`config.mk`:
```
export PLATFORM = sky130hd
export DESIGN_NAME = first_order_iir_filter_unit
export DESIGN_NICKNAME = d
export VERILOG_FILES = /design/src/hdl/foiir_pkg.sv /design/src/hdl/foiir_ram.sv /design/src/hdl/first_order_iir_filter_unit.sv
export SDC_FILE = /design/constraint.sdc
export NUM_CORES = 2
export LEC_CHECK = 0
export ABC_AREA = 1
export BUFFER_PORTS_ARGS = -buffer_cell sky130_fd_sc_hd__buf_2
export CAP_MARGIN = 5
export CELL_PAD_IN_SITES_DETAIL_PLACEMENT = 1
export CELL_PAD_IN_SITES_GLOBAL_PLACEMENT = 2
export CORE_ASPECT_RATIO = 1.75
export CORE_MARGIN = 5
export CORE_UTILIZATION = 40
export CTS_CLUSTER_DIAMETER = 30
export DETAILED_ROUTE_END_ITERATION = 7
export GPL_ROUTABILITY_DRIVEN = 0
export PLACE_DENSITY = 0.89
export SKIP_LAST_GASP = 1
export SYNTH_ARGS = -nofsm -noshare
export SYNTH_HDL_FRONTEND = slang
export SYNTH_SLANG_ARGS = --single-unit
```
`constraint.sdc`:
```
create_clock -name clk -period 10.5 [get_ports clk]
set_clock_uncertainty 0.2 [all_clocks]
set_input_delay 2.1 -clock clk [delete_from_list [all_inputs] [get_ports clk]]
set_output_delay 2.1 -clock clk [all_outputs]
set_load 0.02 [all_outputs]
```
`src/hdl/foiir_pkg.sv`:
```
package foiir_pkg;

  localparam int CHANNELS_DEF        = 8;
  localparam int SAMPLE_BITS_DEF     = 24;
  localparam int COEFF_FRAC_BITS_DEF = 16;

  localparam int CHAN_BITS    = 3;
  localparam int COEFF_BITS   = 18;
  localparam int CFG_IDX_BITS = 2;

  localparam logic [CFG_IDX_BITS-1:0] CFG_COEFF_CURRENT_IN   = 2'd0;
  localparam logic [CFG_IDX_BITS-1:0] CFG_COEFF_PREVIOUS_IN  = 2'd1;
  localparam logic [CFG_IDX_BITS-1:0] CFG_COEFF_PREVIOUS_OUT = 2'd2;

endpackage

```
`src/hdl/foiir_ram.sv`:
```
module foiir_ram #(
  parameter int WIDTH = 8,
  parameter int DEPTH = 8
) (
  input  logic                                      clk,
  input  logic                                      we,
  input  logic [(DEPTH > 1 ? $clog2(DEPTH) : 1)-1:0] waddr,
  input  logic [WIDTH-1:0]                          wdata,
  input  logic                                      re,
  input  logic [(DEPTH > 1 ? $clog2(DEPTH) : 1)-1:0] raddr,
  output logic [WIDTH-1:0]                          rdata
);

  logic [WIDTH-1:0] mem [DEPTH];

  always_ff @(posedge clk) begin
    if (we) begin
      mem[waddr] <= wdata;
    end
    if (re) begin
      rdata <= mem[raddr];
    end
  end

endmodule

```
`src/hdl/first_order_iir_filter_unit.sv`:
```
// channel   | direction | handshake                  | payload
// cfg       | in        | cfg_valid / cfg_ready      | cfg_index, cfg_data
// sample    | in        | sample_valid / sample_stall | channel, sample
// filtered  | out       | filtered_valid / filtered_stall | channel_out, filtered
//
// An accepted item passes the history-read and product stages to the output
// register; one item per cycle while channels differ and the output does not
// stall. An item whose channel matches one still in the memory read or multiply
// stage waits for its history write-back (memory read-modify-write) to be taken.
// Reset sets the coefficients to 1.0, 0, 0 and clears the per-channel valid
// bits, so all history reads as zero. A stalled output holds the whole pipe.
module first_order_iir_filter_unit
  import foiir_pkg::*;
#(
  parameter int CHANNELS        = CHANNELS_DEF,
  parameter int SAMPLE_BITS     = SAMPLE_BITS_DEF,
  parameter int COEFF_FRAC_BITS = COEFF_FRAC_BITS_DEF
) (
  input  logic                          clk,
  input  logic                          rst,
  input  logic                          cfg_valid,
  output logic                          cfg_ready,
  input  logic [CFG_IDX_BITS-1:0]       cfg_index,
  input  logic signed [COEFF_BITS-1:0]  cfg_data,
  input  logic                          sample_valid,
  output logic                          sample_stall,
  input  logic [CHAN_BITS-1:0]          channel,
  input  logic signed [SAMPLE_BITS-1:0] sample,
  output logic                          filtered_valid,
  input  logic                          filtered_stall,
  output logic [CHAN_BITS-1:0]          channel_out,
  output logic signed [SAMPLE_BITS-1:0] filtered
);

  localparam int AW    = CHANNELS > 1 ? $clog2(CHANNELS) : 1;
  localparam int F     = COEFF_FRAC_BITS;
  localparam int SB    = SAMPLE_BITS;
  localparam int CW    = (F + 2 > COEFF_BITS) ? F + 2 : COEFF_BITS;
  localparam int P_W   = CW + SB;
  localparam int ACC_W = (P_W + 2 > F + SB + 1) ? P_W + 2 : F + SB + 1;

  localparam logic signed [CW-1:0]    C_UNITY = {{(CW-F-1){1'b0}}, 1'b1, {F{1'b0}}};
  localparam logic signed [ACC_W-1:0] RND     = {{(ACC_W-F){1'b0}}, 1'b1, {(F-1){1'b0}}};
  localparam logic signed [ACC_W-1:0] SMAX    = {{(ACC_W-SB+1){1'b0}}, {(SB-1){1'b1}}};
  localparam logic signed [ACC_W-1:0] SMIN    = {{(ACC_W-SB+1){1'b1}}, {(SB-1){1'b0}}};

  logic signed [CW-1:0] c0, c1, c2;
  logic [CHANNELS-1:0]  hist_valid;

  // stage 1: history read
  logic                 v1, ok1, hv1, fwd1;
  logic [CHAN_BITS-1:0] ch1;
  logic signed [SB-1:0] x1, fx1, fy1;
  // stage 2: products
  logic                 v2, ok2;
  logic [CHAN_BITS-1:0] ch2;
  logic signed [SB-1:0] x2;
  logic signed [P_W-1:0] pr0, pr1, pr2;

  logic                 accept, go1, go2, hazard, ok_in;
  logic [AW-1:0]        addr_in;
  logic [2*SB-1:0]      rdata;
  logic signed [SB-1:0] rx, ry, hx, hy, y_sat;
  logic signed [P_W-1:0] m0, m1, m2;
  logic signed [ACC_W-1:0] sum, shifted;

  assign cfg_ready = 1'b1;

  assign ok_in   = 32'(channel) < CHANNELS;
  assign addr_in = AW'(channel);

  assign go2    = v2 && (!filtered_valid || !filtered_stall);
  assign go1    = v1 && (!v2 || go2);
  assign hazard = (v1 && ch1 == channel) || (v2 && !go2 && ch2 == channel);
  assign sample_stall = (v1 && !go1) || hazard;
  assign accept = sample_valid && !sample_stall;

  foiir_ram #(
    .WIDTH (2 * SB),
    .DEPTH (CHANNELS)
  ) u_hist (
    .clk   (clk),
    .we    (go2 && ok2),
    .waddr (AW'(ch2)),
    .wdata ({x2, y_sat}),
    .re    (accept),
    .raddr (addr_in),
    .rdata (rdata)
  );

  assign rx = rdata[2*SB-1:SB];
  assign ry = rdata[SB-1:0];

  always_comb begin
    hx = '0;
    hy = '0;
    if (ok1) begin
      if (fwd1) begin
        hx = fx1;
        hy = fy1;
      end else if (hv1) begin
        hx = rx;
        hy = ry;
      end
    end
  end

  assign m0 = P_W'(c0) * P_W'(x1);
  assign m1 = P_W'(c1) * P_W'(hx);
  assign m2 = P_W'(c2) * P_W'(hy);

  assign sum     = ACC_W'(pr0) + ACC_W'(pr1) + ACC_W'(pr2) + RND;
  assign shifted = sum >>> F;

  always_comb begin
    if (shifted > SMAX) begin
      y_sat = SMAX[SB-1:0];
    end else if (shifted < SMIN) begin
      y_sat = SMIN[SB-1:0];
    end else begin
      y_sat = shifted[SB-1:0];
    end
  end

  always_ff @(posedge clk) begin
    if (rst) begin
      c0 <= C_UNITY;
      c1 <= '0;
      c2 <= '0;
    end else if (cfg_valid && cfg_ready) begin
      case (cfg_index)
        CFG_COEFF_CURRENT_IN:   c0 <= CW'(cfg_data);
        CFG_COEFF_PREVIOUS_IN:  c1 <= CW'(cfg_data);
        CFG_COEFF_PREVIOUS_OUT: c2 <= CW'(cfg_data);
        default: ;
      endcase
    end
  end

  always_ff @(posedge clk) begin
    if (rst) begin
      hist_valid     <= '0;
      v1             <= 1'b0;
      v2             <= 1'b0;
      filtered_valid <= 1'b0;
    end else begin
      if (go2 && ok2) begin
        hist_valid[AW'(ch2)] <= 1'b1;
      end
      if (accept) begin
        v1 <= 1'b1;
      end else if (go1) begin
        v1 <= 1'b0;
      end
      if (go1) begin
        v2 <= 1'b1;
      end else if (go2) begin
        v2 <= 1'b0;
      end
      if (go2) begin
        filtered_valid <= 1'b1;
      end else if (!filtered_stall) begin
        filtered_valid <= 1'b0;
      end
    end
  end

  always_ff @(posedge clk) begin
    if (accept) begin
      ch1  <= channel;
      x1   <= sample;
      ok1  <= ok_in;
      hv1  <= ok_in && hist_valid[addr_in];
      // history of this channel written back on this very edge
      fwd1 <= go2 && ok2 && ch2 == channel;
      fx1  <= x2;
      fy1  <= y_sat;
    end
    if (go1) begin
      ch2 <= ch1;
      ok2 <= ok1;
      x2  <= x1;
      pr0 <= m0;
      pr1 <= m1;
      pr2 <= m2;
    end
    if (go2) begin
      channel_out <= ch2;
      filtered    <= y_sat;
    end
  end

endmodule
```
==> results summary <==
The effective utilization at floorplan came out at 0.4009. Fill cells in the final layout number about 22000. The ratio of final minimum period to clock period is 0.8703. The global routing met3 resource utilization came out at 0.03996. The leakage power total is 40.26 nW. The proportion of synthesized chip area in sequential cells came out at 0.2805. In the global route stage, met1 resource usage came out at 0.2791.

Of the post-synthesis cell area, the dominant cell type holds 0.3360. The tree built by TritonCTS fans out to roughly 750 sinks. The floorplan die height is between 500 and 600 um.

The count of buffers from port buffering came out at 80. The number of post-CTS setup repair buffers is 0. The worst setup path category is flip-flop to flip-flop. The maximum fanout count along the critical path is 44.

The met2 track utilization from global routing came out at 0.5133. The count of buffering cells on the critical path with inverters included came out at 5. On the critical path the largest part of the delay comes from adder cells.

The worst hold slack across all endpoints came out at 0.2692 ns. The clock passes through at most 3 buffers. The worst endpoint required time came out at approximately 11 ns. After detailed routing, the number of remaining DRC violations is 0. Walking the worst path, the cells encountered are nor2_1, inv_2, buf_4, o22ai_1, inv_1, nor2_1, fa_1, fa_1, ha_1, inv_1, fa_1, inv_1, fa_1, fa_1, ha_1, a21oi_1, nand2_1, a211oi_1, o2111ai_1, xor2_1.

For this run the aggregate overflow at the end of global routing stands at 0. The routed wirelength normalized by instance count came out at ~26 um. The total negative slack came out at 0 ns.

The number of cells produced by synthesis is approximately 8400. The number of clock buffers added by TritonCTS is between 100 and 150. The largest individual stage delay along the critical path comes from the cell sky130_fd_sc_hd__o22ai_1. The maximum number of pins on one net before global-route repair is 127. The flow ran to the end, and the final reports show no timing, DRC or antenna violations. By area the synthesized netlist is led by sky130_fd_sc_hd__fa_1 (34%), sky130_fd_sc_hd__edfxtp_1 (26%), sky130_fd_sc_hd__inv_1 (9.7%). The synthesized design spends more area on one cell type than any other, namely sky130_fd_sc_hd__fa_1. The placeable core region came out at between 0.15 and 0.2 sq mm. Setup slack on the critical path of the routed design comes to roughly 1.4 ns. The area overhead of the layout relative to synthesis came out at 10.93%. The final design utilization came out at 0.4447. Tracing the worst setup path back leads to its startpoint at fwd1.

For this run, the post-layout net count is approximately 10000. The area of the multi-input gates is 0.04762 sq mm. The number of violations reported at the end of detailed-routing iteration 0 came out at ~3600. The die boundary width is about 340 um. The tightest min-delay check is of the flip-flop to flip-flop type.

Setup violations remaining at the end of the flow were counted as 0. In this run the core area contains ~220 standard-cell rows. The measured slew at the worst slew-check pin is roughly 1.3 ns. The startpoint identified for the worst hold timing path is hist_valid[7]. The post-cts resize count came out at 0. The total count of hold-check failures in the final report is 0. The number of nets in the synthesized netlist came out at 10200.

In the final layout, the share of cells above drive strength 1 is 0.05828. The achievable clock frequency is approximately 110 MHz. The first global-routing pass estimated approximately 430 mm of wire. The largest stage delay on the critical path is just under 0.9 ns. The worst register-to-register path begins at fwd1. The via count of the first global-routing pass is between 60000 and 70000. The cell area after synthesis came out at 0.07841 sq mm. At the worst endpoint, the arrival time is 9.47 ns.

The number of warnings issued by yosys came out at 0. The most numerous cell on the critical path is sky130_fd_sc_hd__fa_1. The via total after detailed routing is 59900. The worst setup path is captured at a flip-flop. The H-tree generated during clock tree synthesis spans 4 levels. The worst-skew pair later-pin latency came out at 0.81 ns.

The die area is approximately 0.2 sq mm. The average instance area after synthesis is 9.295 sq um. The cell sitting at the root of the clock tree is a sky130_fd_sc_hd__clkbuf_16. In the global route stage, overall resource usage came out at 0.2841. After routing the design area is just under 0.09 sq mm. The number of nets with antenna violations after routing is 0. In this run the most used layer during global routing was met2. The routed via count divided by cell count is 5.355. Counting I/O delays and the setup requirement, the final critical path takes just over 9 ns.

Detailed placement ended at an HPWL of approximately 220 mm. The max-capacitance violation count is 0. The number of library cell types mapped by synthesis came out at 52. The total count of max-transition violations in the final report is 0. The worst slack after detailed placement is roughly 1.6 ns. The worst setup path is launched from a flip-flop.

The total power density per cell area came out at between 200 and 250 mW/mm^2. The most used flip-flop cell after synthesis is sky130_fd_sc_hd__edfxtp_1. The number of hold buffers added after CTS was 0. The sequential cell area is 0.02199 sq mm. The top-level port count came out at about 80. The number of antenna violations at the first check in global routing is 8.

Clock-pin slew was measured on the worst setup and hold paths at roughly 0.06 ns. After synthesis, the share of flip-flops with an asynchronous set or reset is 0. The flip-flop and latch count after synthesis is roughly 750. TritonCTS built the clock tree. The peak ir drop on the vdd network came out at 0.3169 mV.

The worst pin sits at a relative slew slack of 0.1533. Setup repair after global routing left no endpoint under its margin. The count of flip-flops with a built-in enable after synthesis is just under 700. The number of iterations in the first detailed-routing pass came out at 5. The placed instances occupy a cell area of a little over 0.08 sq mm. Summed over all layers, the routed wires come to 289.8 mm.
[flip-flops by register name, summed over array words and instances, names as in the netlist, 3 cells and up]
| signal | cells |
|---|---|
| pr2 | 42 |
| x1 | 24 |
| ch1 | 3 |
| u_hist.mem | 384 |
| pr1 | 42 |
| filtered | 24 |
| fx1 | 24 |
| u_hist.rdata | 48 |
| hist_valid | 8 |
| channel_out | 3 |
| ch2 | 3 |
| c2 | 18 |
| fy1 | 24 |
| c0 | 18 |
| pr0 | 42 |
| c1 | 18 |
| x2 | 24 |
[report_power, final]
| part | total [mW] | switching [mW] | internal (mW) |
|---|---|---|---|
| clock | 4.86 | 1.84 | 3.02 |
| combinational | 10.8 | 7.95 | 2.86 |
| sequential | 5.32 | 0.284 | 5.03 |
[synth_stat cells, types with 3 or more instances]
cell / n
sky130_fd_sc_hd__a211oi_1: 41
sky130_fd_sc_hd__a21boi_0: 5
sky130_fd_sc_hd__a21o_1: 23
sky130_fd_sc_hd__a21oi_1: 173
sky130_fd_sc_hd__a221oi_1: 5
sky130_fd_sc_hd__a31oi_1: 83
sky130_fd_sc_hd__and2_1: 3
sky130_fd_sc_hd__buf_1: 21
sky130_fd_sc_hd__buf_2: 8
sky130_fd_sc_hd__buf_6: 4
sky130_fd_sc_hd__clkbuf_1: 288
sky130_fd_sc_hd__clkinv_1: 8
sky130_fd_sc_hd__dfxtp_1: 65
sky130_fd_sc_hd__edfxtp_1: 689
sky130_fd_sc_hd__fa_1: 1316
sky130_fd_sc_hd__ha_1: 397
sky130_fd_sc_hd__inv_1: 2032
sky130_fd_sc_hd__inv_2: 7
sky130_fd_sc_hd__nand2_1: 1521
sky130_fd_sc_hd__nand2_2: 9
sky130_fd_sc_hd__nand3_1: 70
sky130_fd_sc_hd__nand4_1: 27
sky130_fd_sc_hd__nor2_1: 977
sky130_fd_sc_hd__nor2_2: 7
sky130_fd_sc_hd__nor3_1: 27
sky130_fd_sc_hd__nor4_1: 10
sky130_fd_sc_hd__o2111ai_1: 4
sky130_fd_sc_hd__o211ai_1: 9
sky130_fd_sc_hd__o21a_1: 10
sky130_fd_sc_hd__o21ai_0: 281
sky130_fd_sc_hd__o21ai_1: 11
sky130_fd_sc_hd__o21bai_1: 22
sky130_fd_sc_hd__o221ai_1: 3
sky130_fd_sc_hd__o22ai_1: 91
sky130_fd_sc_hd__o22ai_2: 3
sky130_fd_sc_hd__o31ai_1: 3
sky130_fd_sc_hd__or2_2: 13
sky130_fd_sc_hd__xnor2_1: 56
sky130_fd_sc_hd__xor2_1: 95
[metrics by stage]
| step | instances | power, mW |
|---|---|---|
| 2_1_floorplan | 8435 | 11.43 |
| 3_3_place_gp | 10910 | 15.63 |
| 3_5_place_dp | 10910 | 15.89 |
| 4_1_cts | 11180 | 20.93 |
| 5_1_grt | 11180 | 21.93 |
| 6_report | 11190 | 20.99 |
[cell usage in the layout (no fill, tap or decap), types with 11 or more instances in the layout]
master / Yosys / routed
sky130_fd_sc_hd__or2_2: 13 / 13
sky130_fd_sc_hd__o21ai_1: 11 / 12
sky130_fd_sc_hd__buf_4: 1 / 114
sky130_fd_sc_hd__nor2_1: 977 / 969
sky130_fd_sc_hd__nand4_1: 27 / 27
sky130_fd_sc_hd__inv_6: 0 / 20
sky130_fd_sc_hd__nand2_1: 1521 / 1521
sky130_fd_sc_hd__clkinv_4: 0 / 13
sky130_fd_sc_hd__a21o_1: 23 / 23
sky130_fd_sc_hd__clkinv_1: 8 / 23
sky130_fd_sc_hd__a211oi_1: 41 / 41
sky130_fd_sc_hd__xnor2_1: 56 / 56
sky130_fd_sc_hd__fa_1: 1316 / 1316
sky130_fd_sc_hd__dfxtp_1: 65 / 63
sky130_fd_sc_hd__a31oi_1: 83 / 83
sky130_fd_sc_hd__o22ai_1: 91 / 85
sky130_fd_sc_hd__clkinv_16: 0 / 11
sky130_fd_sc_hd__clkbuf_16: 0 / 147
sky130_fd_sc_hd__o21ai_0: 281 / 280
sky130_fd_sc_hd__edfxtp_1: 689 / 689
sky130_fd_sc_hd__nand3_1: 70 / 70
sky130_fd_sc_hd__nor3_1: 27 / 25
sky130_fd_sc_hd__bufinv_16: 0 / 14
sky130_fd_sc_hd__o21bai_1: 22 / 22
sky130_fd_sc_hd__clkinv_2: 0 / 15
sky130_fd_sc_hd__clkbuf_1: 288 / 17
sky130_fd_sc_hd__ha_1: 397 / 397
sky130_fd_sc_hd__buf_2: 8 / 78
sky130_fd_sc_hd__xor2_1: 95 / 95
sky130_fd_sc_hd__inv_1: 2032 / 2030
sky130_fd_sc_hd__a21oi_1: 173 / 173
[worst min-delay path, delay by kind of cell (launching register included)]
family	cells	cell delay, ns
and+or+nand+nor	2	0.12
DFF	1	0.32
[cell families (layout without fill, tap and decap cells)]
logic type / Yosys count / after routing / share of synthesized area
AND/OR/NAND/NOR: 2674 / 2674 / 0.1324
AO/OA/AOI/OAI: 773 / 773 / 0.05689
adder cells (fa/ha/maj): 1713 / 1713 / 0.3994
XOR/XNOR: 151 / 151 / 0.01687
other: 1 / 4 / 0.00004783
flip-flops: 754 / 754 / 0.2805
buffers and inverters: 2369 / 2513 / 0.1140
[path summary, 6_finish.rpt]
| kind | slack [ns] | endpoint | cells past startpoint |
|---|---|---|---|
| max | 1.36 | pr2[39] | 20 |
| min | 0.27 | hist_valid[7] | 2 |
| max reg2reg | 1.36 | pr2[39] | 20 |
| min reg2reg | 0.27 | hist_valid[7] | 2 |
[per-layer routing]
| metal | wire [um] | vias up |
|---|---|---|
| li1 | - | 25500 |
| met1 | 92540 | 31020 |
| met2 | 150900 | 2227 |
| met3 | 13650 | 1148 |
| met4 | 32650 | 4 |
| met5 | 28 | - |
[area by class of cell]
| class | count | share of cell area |
|---|---|---|
| multi-input cells | 5312 | 0.5475 |
| well taps | 2604 | 0.03746 |
| flip-flops and latches | 754 | 0.2529 |
| inverters | 2047 | 0.08846 |
| clock inverters | 102 | 0.01499 |
| diodes | 3 | 0.00008631 |
| clock buffers | 170 | 0.04398 |
| repair buffers | 194 | 0.01469 |
Note: power is estimated with default switching activity, not from simulation.
